[src/rtl/icc_pkg.sv]
package icc_pkg;

  typedef enum logic [1:0] {
    ACT_WRITE = 2'd0,
    ACT_READ  = 2'd1,
    ACT_REQ   = 2'd2,
    ACT_ACK   = 2'd3
  } action_t;

  typedef enum logic [2:0] {
    PH_ICW1 = 3'd0,
    PH_ICW2 = 3'd1,
    PH_ICW3 = 3'd2,
    PH_ICW4 = 3'd3,
    PH_RUN  = 3'd4
  } phase_t;

  localparam logic [7:0] ICW1_FLAG     = 8'h10;
  localparam logic [7:0] KIND_MASK     = 8'h18;
  localparam logic [7:0] KIND_OCW2     = 8'h00;
  localparam logic [7:0] OCW2_CMD_MASK = 8'hE0;
  localparam logic [7:0] OCW2_EOI      = 8'h20;
  localparam logic [7:0] OCW2_SEOI     = 8'h60;
  localparam logic [7:0] BASE_MASK     = 8'hF8;
  localparam logic [7:0] MASK_ALL      = 8'hFF;
  localparam logic [2:0] SPURIOUS_LINE = 3'd7;

  typedef struct packed {
    action_t    action;
    logic       reg_select;
    logic [7:0] data_byte;
    logic [2:0] irq_line;
  } item_t;

  typedef struct packed {
    logic [7:0] bus_data;
    logic       bus_driven;
    logic       int_request;
  } result_t;

  // Lowest set bit index; bit 3 set means no bit set.
  function automatic logic [3:0] top_line(input logic [7:0] b);
    logic [3:0] n;
    n = 4'd8;
    for (int i = 7; i >= 0; i--) begin
      if (b[i]) n = 4'(i);
    end
    return n;
  endfunction

  // INT is high when the best unmasked request outranks all in service.
  function automatic logic int_calc(input logic [7:0] req, input logic [7:0] mask,
                                    input logic [7:0] serv);
    logic [7:0] pend;
    pend = req & ~mask;
    return (pend != 8'h00) && (top_line(pend) < top_line(serv));
  endfunction

endpackage

[src/rtl/icc_if.sv]
interface icc_evt_if;
  logic                valid;
  logic                ready;
  icc_pkg::action_t    action;
  logic                reg_select;
  logic [7:0]          data_byte;
  logic [2:0]          irq_line;

  modport source (output valid, action, reg_select, data_byte, irq_line, input ready);
  modport sink   (input valid, action, reg_select, data_byte, irq_line, output ready);
endinterface

interface icc_rsp_if;
  logic       valid;
  logic       ready;
  logic [7:0] bus_data;
  logic       bus_driven;
  logic       int_request;

  modport source (output valid, bus_data, bus_driven, int_request, input ready);
  modport sink   (input valid, bus_data, bus_driven, int_request, output ready);
endinterface

[src/rtl/icc_engine.sv]
module icc_engine (
  input  logic             clk,
  input  logic             rst,
  input  logic             fire,
  input  icc_pkg::item_t   item,
  output icc_pkg::result_t res
);

  icc_pkg::phase_t phase, phase_next;
  logic       single_mode, single_mode_next;
  logic       fourth_word, fourth_word_next;
  logic [7:0] vec_base, vec_base_next;
  logic [7:0] mask_bits, mask_bits_next;
  logic [7:0] request_bits, request_bits_next;
  logic [7:0] service_bits, service_bits_next;
  logic       read_sel, read_sel_next;
  logic       int_level, int_level_next;

  logic [7:0] pend;
  logic [3:0] ack_line;
  logic [3:0] eoi_line;
  icc_pkg::phase_t after_third;

  assign pend        = request_bits & ~mask_bits;
  assign ack_line    = icc_pkg::top_line(pend);
  assign eoi_line    = icc_pkg::top_line(service_bits);
  assign after_third = fourth_word ? icc_pkg::PH_ICW4 : icc_pkg::PH_RUN;

  always_comb begin
    phase_next        = phase;
    single_mode_next  = single_mode;
    fourth_word_next  = fourth_word;
    vec_base_next     = vec_base;
    mask_bits_next    = mask_bits;
    request_bits_next = request_bits;
    service_bits_next = service_bits;
    read_sel_next     = read_sel;
    int_level_next    = int_level;
    res               = '0;

    case (item.action)
      icc_pkg::ACT_WRITE: begin
        if (!item.reg_select) begin
          if ((item.data_byte & icc_pkg::ICW1_FLAG) != 8'h00) begin
            single_mode_next  = item.data_byte[1];
            fourth_word_next  = item.data_byte[0];
            mask_bits_next    = icc_pkg::MASK_ALL;
            request_bits_next = 8'h00;
            service_bits_next = 8'h00;
            phase_next        = icc_pkg::PH_ICW2;
            int_level_next    = 1'b0;
          end else if ((item.data_byte & icc_pkg::KIND_MASK) == icc_pkg::KIND_OCW2) begin
            if ((item.data_byte & icc_pkg::OCW2_CMD_MASK) == icc_pkg::OCW2_EOI) begin
              if (!eoi_line[3]) service_bits_next[eoi_line[2:0]] = 1'b0;
            end else if ((item.data_byte & icc_pkg::OCW2_CMD_MASK) == icc_pkg::OCW2_SEOI) begin
              service_bits_next[item.data_byte[2:0]] = 1'b0;
            end
            int_level_next = icc_pkg::int_calc(request_bits, mask_bits, service_bits_next);
          end else begin
            if (item.data_byte[1]) read_sel_next = item.data_byte[0];
          end
        end else begin
          case (phase)
            icc_pkg::PH_ICW2: begin
              vec_base_next = item.data_byte & icc_pkg::BASE_MASK;
              phase_next    = single_mode ? after_third : icc_pkg::PH_ICW3;
            end
            icc_pkg::PH_ICW3: phase_next = after_third;
            icc_pkg::PH_ICW4: phase_next = icc_pkg::PH_RUN;
            default: begin
              mask_bits_next = item.data_byte;
              int_level_next = icc_pkg::int_calc(request_bits, item.data_byte, service_bits);
            end
          endcase
        end
      end
      icc_pkg::ACT_READ: begin
        if (!item.reg_select) res.bus_data = read_sel ? service_bits : request_bits;
        else                  res.bus_data = mask_bits;
        res.bus_driven = 1'b1;
      end
      icc_pkg::ACT_REQ: begin
        request_bits_next[item.irq_line] = 1'b1;
        int_level_next = icc_pkg::int_calc(request_bits_next, mask_bits, service_bits);
      end
      default: begin
        // acknowledge: grant the best pending line, or answer spurious
        if (!ack_line[3]) begin
          service_bits_next[ack_line[2:0]] = 1'b1;
          request_bits_next[ack_line[2:0]] = 1'b0;
          res.bus_data   = vec_base + {5'd0, ack_line[2:0]};
          int_level_next = 1'b0;
        end else begin
          res.bus_data = vec_base + {5'd0, icc_pkg::SPURIOUS_LINE};
        end
        res.bus_driven = 1'b1;
      end
    endcase

    res.int_request = int_level_next;
  end

  always_ff @(posedge clk) begin
    if (rst) begin
      phase        <= icc_pkg::PH_ICW1;
      single_mode  <= 1'b0;
      fourth_word  <= 1'b0;
      vec_base     <= 8'h00;
      mask_bits    <= icc_pkg::MASK_ALL;
      request_bits <= 8'h00;
      service_bits <= 8'h00;
      read_sel     <= 1'b0;
      int_level    <= 1'b0;
    end else if (fire) begin
      phase        <= phase_next;
      single_mode  <= single_mode_next;
      fourth_word  <= fourth_word_next;
      vec_base     <= vec_base_next;
      mask_bits    <= mask_bits_next;
      request_bits <= request_bits_next;
      service_bits <= service_bits_next;
      read_sel     <= read_sel_next;
      int_level    <= int_level_next;
    end
  end

  a_icw1_clears: assert property (@(posedge clk) disable iff (rst)
    fire && item.action == icc_pkg::ACT_WRITE && !item.reg_select && item.data_byte[4]
    |=> mask_bits == icc_pkg::MASK_ALL && request_bits == 8'h00 && service_bits == 8'h00
        && phase == icc_pkg::PH_ICW2 && !int_level)
    else $error("init word did not clear state");

  a_grant: assert property (@(posedge clk) disable iff (rst)
    fire && item.action == icc_pkg::ACT_ACK && pend != 8'h00
    |=> !int_level && service_bits[$past(ack_line[2:0])]
        && !request_bits[$past(ack_line[2:0])])
    else $error("acknowledge did not grant the best pending line");

  a_read_keeps: assert property (@(posedge clk) disable iff (rst)
    fire && item.action == icc_pkg::ACT_READ
    |=> $stable(request_bits) && $stable(service_bits) && $stable(mask_bits)
        && $stable(int_level))
    else $error("read changed state");

  a_idle_keeps: assert property (@(posedge clk) disable iff (rst)
    !fire |=> $stable(request_bits) && $stable(service_bits) && $stable(mask_bits)
              && $stable(phase))
    else $error("state changed without a transfer");

endmodule

[src/rtl/interrupt_controller_8_line.sv]
// Eight-line interrupt controller core, single-master mode.
//
// Channels: evt carries one event per transfer (bus write, bus read,
// request line rising edge, acknowledge falling edge); rsp returns one
// result per event: the byte driven on the data bus, whether it is
// driven, and the INT level after the event. Both channels transfer on a
// rising clock edge with valid and ready high.
//
// Flow: an event taken into the event register is processed when the
// result register is free, and its result is offered on rsp from then on.
// Throughput: one event per cycle while rsp is not held; state update and
// the 8-bit priority encoders sit in one stage between the event register
// and the result register.
//
// Reset (rst, synchronous, active high): init phase awaits the first init
// word, mask all ones, requests and in-service cleared, INT low, both
// stages empty.
//
// Stall: while rsp is held, the pending result stays put and one more
// event is taken into the event register; then evt.ready drops.
module interrupt_controller_8_line_core (
  input  logic         clk,
  input  logic         rst,
  icc_evt_if.sink      evt,
  icc_rsp_if.source    rsp
);

  icc_pkg::item_t   item_q;
  logic             item_valid;
  icc_pkg::result_t res;
  icc_pkg::result_t res_q;
  logic             res_valid;
  logic             advance;
  logic             take;

  // Advance the held event into the result register when that is free.
  assign advance   = item_valid && (!res_valid || rsp.ready);
  assign evt.ready = !item_valid || advance;
  assign take      = evt.valid && evt.ready;

  // Event register: load on transfer, drop once processed.
  always_ff @(posedge clk) begin
    if (rst) begin
      item_valid <= 1'b0;
    end else if (take) begin
      item_valid <= 1'b1;
    end else if (advance) begin
      item_valid <= 1'b0;
    end
  end

  always_ff @(posedge clk) begin
    if (take) begin
      item_q.action     <= evt.action;
      item_q.reg_select <= evt.reg_select;
      item_q.data_byte  <= evt.data_byte;
      item_q.irq_line   <= evt.irq_line;
    end
  end

  icc_engine u_engine (
    .clk  (clk),
    .rst  (rst),
    .fire (advance),
    .item (item_q),
    .res  (res)
  );

  // Result register: hold until the receiver takes it.
  always_ff @(posedge clk) begin
    if (rst) begin
      res_valid <= 1'b0;
    end else if (advance) begin
      res_valid <= 1'b1;
    end else if (rsp.ready) begin
      res_valid <= 1'b0;
    end
  end

  always_ff @(posedge clk) begin
    if (advance) res_q <= res;
  end

  assign rsp.valid       = res_valid;
  assign rsp.bus_data    = res_q.bus_data;
  assign rsp.bus_driven  = res_q.bus_driven;
  assign rsp.int_request = res_q.int_request;

endmodule
[src/flat_wrapper.sv]
// flat-port wrapper written by rule: the top's interface ports become plain ports
module interrupt_controller_8_line_core_flat 
  (clk, rst, evt_valid, evt_action, evt_reg_select, evt_data_byte, evt_irq_line, evt_ready, rsp_valid, rsp_bus_data, rsp_bus_driven, rsp_int_request, rsp_ready);
  icc_evt_if evt_i ();
  icc_rsp_if rsp_i ();
  input  logic clk;
  input  logic rst;
  input wire logic [$bits(evt_i.valid)-1:0] evt_valid;
  input wire logic [$bits(evt_i.action)-1:0] evt_action;
  input wire logic [$bits(evt_i.reg_select)-1:0] evt_reg_select;
  input wire logic [$bits(evt_i.data_byte)-1:0] evt_data_byte;
  input wire logic [$bits(evt_i.irq_line)-1:0] evt_irq_line;
  output wire logic [$bits(evt_i.ready)-1:0] evt_ready;
  output wire logic [$bits(rsp_i.valid)-1:0] rsp_valid;
  output wire logic [$bits(rsp_i.bus_data)-1:0] rsp_bus_data;
  output wire logic [$bits(rsp_i.bus_driven)-1:0] rsp_bus_driven;
  output wire logic [$bits(rsp_i.int_request)-1:0] rsp_int_request;
  input wire logic [$bits(rsp_i.ready)-1:0] rsp_ready;
  assign evt_i.valid = evt_valid;
  assign evt_i.action = evt_action;
  assign evt_i.reg_select = evt_reg_select;
  assign evt_i.data_byte = evt_data_byte;
  assign evt_i.irq_line = evt_irq_line;
  assign evt_ready = evt_i.ready;
  assign rsp_valid = rsp_i.valid;
  assign rsp_bus_data = rsp_i.bus_data;
  assign rsp_bus_driven = rsp_i.bus_driven;
  assign rsp_int_request = rsp_i.int_request;
  assign rsp_i.ready = rsp_ready;
  interrupt_controller_8_line_core u_core (.clk(clk), .rst(rst), .evt(evt_i), .rsp(rsp_i));
endmodule
[config.mk]
export PLATFORM = sky130hd
export DESIGN_NAME = interrupt_controller_8_line_core_flat
export DESIGN_NICKNAME = d
export VERILOG_FILES = /design/src/rtl/icc_pkg.sv /design/src/rtl/icc_if.sv /design/src/rtl/icc_engine.sv /design/src/rtl/interrupt_controller_8_line.sv /design/src/flat_wrapper.sv
export SDC_FILE = /design/constraint.sdc
export NUM_CORES = 1
export LEC_CHECK = 0
export ABC_AREA = 0
export BUFFER_PORTS_ARGS = -buffer_cell sky130_fd_sc_hd__buf_4
export CAP_MARGIN = 25
export CORE_UTILIZATION = 50
export CTS_BUF_LIST = sky130_fd_sc_hd__clkbuf_4
export DETAILED_ROUTE_END_ITERATION = 8
export MAX_ROUTING_LAYER = met4
export PLACE_DENSITY = 0.68
export SETUP_SLACK_MARGIN = 0.05
export SYNTH_ARGS = -nofsm -noshare
export SYNTH_HDL_FRONTEND = slang
export SYNTH_HIERARCHICAL = 1
export SYNTH_SLANG_ARGS = --single-unit
[constraint.sdc]
create_clock -name clk -period 3.95 [get_ports clk]
set_input_delay 0.395 -clock clk [delete_from_list [all_inputs] [get_ports clk]]
set_output_delay 0.395 -clock clk [all_outputs]
set_load 0.005 [all_outputs]
==> flow_summary.ini, run 1 <==
[yosys]
syn-instance-count = 457
synth_ff_type = dfxtp_1
synth_nets = 488
synth_warnings = 6
ys_ff_latch = 62
ys_types = 68
synth_edf_count = 24
synth_top_cell_area_share = 0.196
synthArstFlopShare = 0
synth-seq-area-share = 0.382
avgSynthCellArea_sq_um = 8.50
yosys-top-cells-area = dfxtp_1 (20%), edfxtp_1 (19%), nor2_1 (5.7%), nand2b_1 (5.3%), a21oi_1 (4.3%)
synth_top_cell_by_area = dfxtp_1
netlist_area_sq_mm = 0.00388

[timing]
fin_crit_sh = 0.928
tightestPinTransition_ns = 1.01
hold_violations = 0
fmax_mhz = 273
setup_violations = 0
rsz0062_at_grt = no
setup_tns_ns = 0
clock_skew_ns = 0.0135
slew_viol_final = 0
whs_ns = 0.157
max_slew_margin = 0.315
min_period_ns = 3.67

[global_route]
grt_start_max_net_pins = 39
antenna_found_initial = 0
grt_pass1_wl_um = 18800
grt_pass1_vias = 3425
overflow = 0
grtUsageTotal = 0.311

[clock_network]
cts_setup_buffers = 0
tritoncts = yes
cts-hold-fix-buffers = 0
insertion_delay_ns = 0.41
cts.path.max_buffers = 2
path_clk_slew_ns = 0.11
htreeDepth = 3
clock-sinks = 62
cts-root-buf = clkbuf_4
cts_resized = 0
numCtsBuffers = 9

[worst_setup_path]
worstSetupPathType = flop to flop
arrival_ns = 4.01
cp_max_fo = 7
critPathLaunchType = flop
cp-end-kind = flop
cp_data_required_time_ns = 4.29

[routing]
routed_wl_um = 12000
first_pass_iters = 5
wl_per_cell_um = 20.3
vias_per_cell = 6.24
vias = 3693
drtIter0Drc = 329
drc_errors = 0
ant_nets = 0

[pwr]
p_leak_nw = 1.66
pwr-share-comb = 0.094
powerDensity_mw_per_mm2 = 276
ir_drop_mv = 0.185
seqPwrFrac = 0.591
pwr-share-clk = 0.314
p_sw_frac = 0.273
p_sw_uw = 327
p_int_uw = 871

[floorplan]
die_height_um = 90.1
die_w_um = 90.1
top_level_ports = 30
die_area_sq_mm = 0.00812
rows = 31
coreArea_sq_mm = 0.00737
initial_core_util = 0.527

[final_layout]
multi_input_area_sq_mm = 0.00225
antenna_cells = 0
mostFrequentLayoutCell = nor2_1
regArea_sq_mm = 0.00148
final_layout_size_suffix_gt1_frac = 0.168
nNetsFinal = 519
nFillCells = 688
syn2layout_area_growth_pct = 11.7
layout_common_cells = nor2_1 (59), buf_4 (42), dfxtp_1 (38)

[placed_design]
dp_hpwl_um = 8850
place_congestion = 0.967
io_buffers = 29

[outcome]
status = finished, final reports clean

[job]
maxCapViolCount = 0

[hold_path]
hold_path_class = input port to flop
## power by group through the flow
stage	sequential (mW)	clock [mW]	combinational [mW]
after global placement	0.722	0	0.111
after floorplan	0.710	0	0.0729
after detailed placement	0.722	0	0.111
after CTS	0.708	0.380	0.111
final	0.709	0.377	0.113
after global routing	0.711	0.406	0.122
## cell families (layout without fill, tap and decap cells)
logic type,after synthesis,in the layout,synth area share
simple gates,189,189,0.257
flops,62,62,0.382
compound gates,141,141,0.244
mux,14,14,0.0361
buf+inv,38,74,0.0393
fa+ha+maj,13,13,0.0419
## worst paths after layout
check | from | endpoint | slack [ns] | cells past startpoint
setup / recovery | u_core/item_q[10] | u_core/u_engine/int_level | 0.28 | 12
hold / removal | evt_data_byte[3] | u_core/item_q[6] | 0.16 | 1
setup reg to reg | u_core/item_q[10] | u_core/u_engine/int_level | 0.28 | 12
hold reg to reg | u_core/u_engine/fourth_word | u_core/u_engine/fourth_word | 0.48 | 2
## routing by layer
metal / up-vias / share of wire / global-route usage
met3: 26 / 0.078 / 0.0541
li1: 1729 / - / -
met2: 180 / 0.46 / 0.480
met4: 0 / 0.022 / 0.0981
met5: - / 0 / -
met1: 1758 / 0.44 / 0.416
## registers in the layout, indices dropped and copies added, names as in the netlist
signal                        flops
u_core/item_q                    14
u_core/item_valid                 1
u_core/rsp.bus_data               8
u_core/rsp.bus_driven             1
u_core/rsp.int_request            1
u_core/rsp.valid                  1
u_core/u_engine/fourth_word       1
u_core/u_engine/int_level         1
u_core/u_engine/mask_bits         8
u_core/u_engine/phase             3
u_core/u_engine/read_sel          1
u_core/u_engine/request_bits      8
u_core/u_engine/service_bits      8
u_core/u_engine/single_mode       1
u_core/u_engine/vec_base          5
## Yosys cell counts (4+ instances only)
cell type  instances
nor2_1            59
o21bai_1           4
nand3_1            8
nor3_1             4
nand2b_1          33
edfxtp_1          24
dfxtp_1           38
ha_1              13
a31oi_1           10
buf_2              5
nor2b_1           14
nand2_1           37
clkbuf_1          14
nand4_1            4
a21oi_1           33
o21ai_0           30
or2_2              8
o211ai_1           7
inv_1             15
o22ai_1            8
mux2i_1           14
a211oi_1          17
## area by class of cell
class / instances / area share
clock buffer: 11 / 0.0190
inverter: 16 / 0.0138
timing repair buffer: 42 / 0.0727
multi-input combinational: 357 / 0.518
clock inverter: 5 / 0.00606
tap: 99 / 0.0286
sequential: 62 / 0.342
## critical path: stages (launching register included)
cell and delay (ns):
edfxtp_1 0.50, nand4b_1 0.40, o21ai_0 0.37, a21oi_1 0.14
nor3_1 0.27, nand2_1 0.09, ha_1 0.29, a2111oi_0 0.57
o211ai_1 0.22, nor4_2 0.16, o21ai_1 0.10, a221o_1 0.36
a31oi_2 0.16
## metrics by stage
step | power [mW] | instance area, sq um | cells | util | worst slack (ns)
detailed placement | 0.833 | 4230 | 576 | 0.574 | 0.316
finish | 1.20 | 4340 | 592 | 0.589 | 0.285
floorplan | 0.782 | 3880 | 457 | - | 0.791
global placement | 0.832 | 4230 | 576 | 0.574 | 0.500
CTS | 1.20 | 4340 | 592 | 0.589 | 0.311
global route | 1.24 | 4340 | 592 | 0.589 | 0.0604
Power figures use the tool's default switching activity.
==> run 2: changes to the inputs <==
- CTS_CLUSTER_SIZE: unset -> 28
- RECOVER_POWER: unset -> 25
==> flow_summary.ini, run 2 (synthesized netlist as in run 1, its figures left out) <==
[floorplan]
die_area_sq_mm = 0.00812
initial_core_util = 0.527
die_height_um = 90.1
die_w_um = 90.1
top_level_ports = 30
rows = 31
coreArea_sq_mm = 0.00737

[global_route]
grt_pass1_vias = 3425
grt_pass1_wl_um = 18800
antenna_found_initial = 0
grtUsageTotal = 0.311
grt_start_max_net_pins = 39
overflow = 0

[clock_network]
numCtsBuffers = 9
insertion_delay_ns = 0.41
cts.path.max_buffers = 2
cts_setup_buffers = 0
clock-sinks = 62
cts_resized = 0
cts-root-buf = clkbuf_4
tritoncts = yes
cts-hold-fix-buffers = 0
path_clk_slew_ns = 0.11
htreeDepth = 3

[final_layout]
largest_reg_flops = 14
nNetsFinal = 519
final_util = 0.586
multi_input_area_sq_mm = 0.00223
layout_common_cells = nor2_1 (59), dfxtp_1 (38), nand2_1 (37)
mostFrequentLayoutCell = nor2_1
finish.instance_area_sq_mm = 0.00432
regMostFlops = u_core/item_q
antenna_cells = 0
final_layout_size_suffix_gt1_frac = 0.162
syn2layout_area_growth_pct = 11.2
nFillCells = 691
regArea_sq_mm = 0.00148
layoutNonFillerInstCount = 592

[outcome]
status = finished, final reports clean

[worst_setup_path]
arrival_ns = 3.99
cpMaxStageDelayCell = a2111oi_0
cp_data_required_time_ns = 4.29
worst-path-buf-inv = 0
cp_max_fo = 7
critPathLaunchType = flop
worstSetupPathType = flop to flop
cp-end-kind = flop
path_cells = nand4b_1, o21ai_0, a21oi_1, nor3_1, nand2_1, ha_1, a2111oi_0, o211ai_1, nor4_2, o21ai_1, a221o_1, a31oi_2
max_stage_delay_ns = 0.54
cp_top_family = compound AO/OA/AOI/OAI gates

[timing]
worst_slack_ns = 0.305
min_period_ns = 3.64
slew_viol_final = 0
max_slew_margin = 0.327
whs_ns = 0.175
fin_crit_sh = 0.923
fmax_mhz = 274
setup_tns_ns = 0
tightestPinTransition_ns = 0.996
clock_skew_ns = 0.0147
rsz0062_at_grt = no
setup_violations = 0
hold_violations = 0

[routing]
first_pass_iters = 8
drc_errors = 0
wl_per_cell_um = 20.3
drtIter0Drc = 391
ant_nets = 0
vias_per_cell = 6.29
vias = 3723
routed_wl_um = 12000

[placed_design]
place_congestion = 0.967
io_buffers = 29
dp_hpwl_um = 8850
dp_cells = 576
dp_slack_ns = 0.316
placed_area_sq_mm = 0.00423

[pwr]
pwr-share-comb = 0.093
powerDensity_mw_per_mm2 = 276
power_mw = 1.19
p_int_uw = 869
pwr-share-clk = 0.314
p_leak_nw = 1.63
seqPwrFrac = 0.593
p_sw_uw = 325
p_sw_frac = 0.272
ir_drop_mv = 0.180

[hold_path]
hold_path_class = input port to flop

[job]
maxCapViolCount = 0
==> run 2: changes by cell type in the layout (fill, tap and decap cells not counted), sizes merged <==
cell and change:
buf -14, clkbuf +14
==> run 2: layout make-up <==
class                   count  area share
clock buffers              11      0.0191
clock inverters             5     0.00608
inverters                  16      0.0139
multi-input cells         357       0.517
flip-flops and latches     62       0.343
well taps                  99      0.0287
repair buffers             42      0.0721
==> run 2: metal layers <==
metal  global-route usage  vias up  routed length [um]
met5                    -        -                   0
met4               0.0981        0                 276
met3               0.0541       20                 944
met2                0.480      197                5530
met1                0.416     1776                5250
li1                     -     1730                   -
==> run 2: final timing paths <==
check	start	endpoint	slack [ns]	cells after the start
worst max-delay path	u_core/item_q[10]	u_core/u_engine/int_level	0.31	12
worst max register to register	u_core/item_q[10]	u_core/u_engine/int_level	0.31	12
worst min-delay path	evt_data_byte[4]	u_core/item_q[7]	0.18	1
worst min register to register	u_core/item_valid	u_core/rsp.valid	0.47	2
==> run 2: power groups by stage <==
stage               combinational [mW]  sequential, mW  clock, mW
floorplan                       0.0729           0.710          0
global placement                 0.111           0.722          0
detailed placement               0.111           0.722          0
CTS                              0.111           0.708      0.380
global route                     0.120           0.711      0.406
finish                           0.111           0.708      0.375
==> run 3: changes to the inputs <==
- BUFFER_PORTS_ARGS: -buffer_cell sky130_fd_sc_hd__buf_4 -> -buffer_cell sky130_fd_sc_hd__clkbuf_2
==> flow_summary.ini, run 3 (synthesized netlist as in run 1, its figures left out) <==
[outcome]
status = finished with violations
violations = capacitance limit, slew limit

[final_layout]
antenna_cells = 0
nFillCells = 701
layoutNonFillerInstCount = 588
layout_common_cells = nor2_1 (59), dfxtp_1 (38), nand2_1 (37)
regMostFlops = u_core/item_q
finish.instance_area_sq_mm = 0.00426
final_layout_size_suffix_gt1_frac = 0.160
syn2layout_area_growth_pct = 9.64
mostFrequentLayoutCell = nor2_1
largest_reg_flops = 14
nNetsFinal = 515
final_util = 0.578

[placed_design]
dp_cells = 572
place_congestion = 0.947
io_buffers = 29
dp_slack_ns = 0.361
placed_area_sq_mm = 0.00413
dp_hpwl_um = 8700

[global_route]
grt_start_max_net_pins = 39
grt_pass1_vias = 3439
grt_pass1_wl_um = 18300
grtUsageTotal = 0.306
use_met3 = 0.0660
busiest_layer = met2
grtUsageMet1 = 0.406
antenna_found_initial = 0
use_met2 = 0.445
overflow = 0

[job]
maxCapViolCount = 1

[pwr]
p_leak_nw = 1.62
pwr-share-comb = 0.080
p_sw_frac = 0.267
ir_drop_mv = 0.204
power_mw = 1.26
p_sw_uw = 335
p_int_uw = 923
powerDensity_mw_per_mm2 = 296
seqPwrFrac = 0.564
pwr-share-clk = 0.356

[worst_setup_path]
r2r_start = u_core/item_q[9]
cp_data_required_time_ns = 4.29
critPathLaunchType = flop
cp_max_fo = 7
r2r_cells = 13
arrival_ns = 3.75
worstSetupPathType = flop to flop
cp-end-kind = flop
crit_start = u_core/item_q[9]

[clock_network]
cts-hold-fix-buffers = 0
cts.path.max_buffers = 2
cts_setup_buffers = 0
numCtsBuffers = 9
cts-root-buf = clkbuf_4
tritoncts = yes
insertion_delay_ns = 0.42
cts_resized = 0
path_clk_slew_ns = 0.12
htreeDepth = 3
clock-sinks = 62

[timing]
setup_violations = 0
slew_viol_final = 39
setup_tns_ns = 0
worst_slack_ns = 0.536
min_period_ns = 3.41
clock_skew_ns = 0.0134
fin_crit_sh = 0.864
rsz0062_at_grt = no
tightestPinTransition_ns = 1.73
max_slew_margin = -0.151
whs_ns = 0.145
fmax_mhz = 293
hold_violations = 0

[floorplan]
top_level_ports = 30
rows = 31
die_height_um = 90.1
die_w_um = 90.1
coreArea_sq_mm = 0.00737
die_area_sq_mm = 0.00812
initial_core_util = 0.527

[hold_path]
hold_path_class = input port to flop
hold_path_depth = 1
worstHoldStart = evt_data_byte[4]

[routing]
first_pass_iters = 5
vias = 3650
vias_per_cell = 6.21
drc_errors = 0
drtIter0Drc = 359
routed_wl_um = 11500
wl_per_cell_um = 19.6
ant_nets = 0
run 3: power groups by stage:
| stage | logic [mW] | registers, mW | clock network [mW] |
|---|---|---|---|
| finish | 0.101 | 0.710 | 0.447 |
| CTS | 0.0999 | 0.709 | 0.459 |
| detailed placement | 0.0995 | 0.723 | 0 |
| global route | 0.110 | 0.712 | 0.483 |
| floorplan | 0.0729 | 0.710 | 0 |
| global placement | 0.0991 | 0.723 | 0 |
run 3: layout make-up:
| cell class | instances | area [sq um] | share of cell area |
|---|---|---|---|
| multi-input combinational | 357 | 2240 | 0.527 |
| sequential | 62 | 1480 | 0.348 |
| inverter | 16 | 60.1 | 0.0141 |
| clock inverter | 6 | 61.3 | 0.0144 |
| clock buffer | 10 | 75.1 | 0.0176 |
| timing repair buffer | 38 | 211 | 0.0497 |
| tap | 99 | 124 | 0.0291 |
run 3: worst max-delay path, cell delays in order (launching register included):
cell       delay [ns]
edfxtp_1         0.53
nor3b_2          0.31
nand2_1          0.17
o221ai_1         0.29
nand2b_1         0.11
nor3_1           0.19
nand2_1          0.09
ha_1             0.31
a2111oi_2        0.37
o211ai_1         0.18
nor4_2           0.15
o21ai_1          0.11
a221o_1          0.37
a31oi_2          0.16
run 3: routing by layer:
layer  share of wire  up-vias
met5               0        -
met4           0.041        0
met3           0.073       33
met2            0.44      172
met1            0.45     1706
li1                -     1739
run 3: worst paths after layout:
check | end | slack [ns]
setup / recovery | u_core/u_engine/int_level | 0.54
hold / removal | u_core/item_q[7] | 0.15
setup reg to reg | u_core/u_engine/int_level | 0.54
hold reg to reg | u_core/u_engine/fourth_word | 0.47
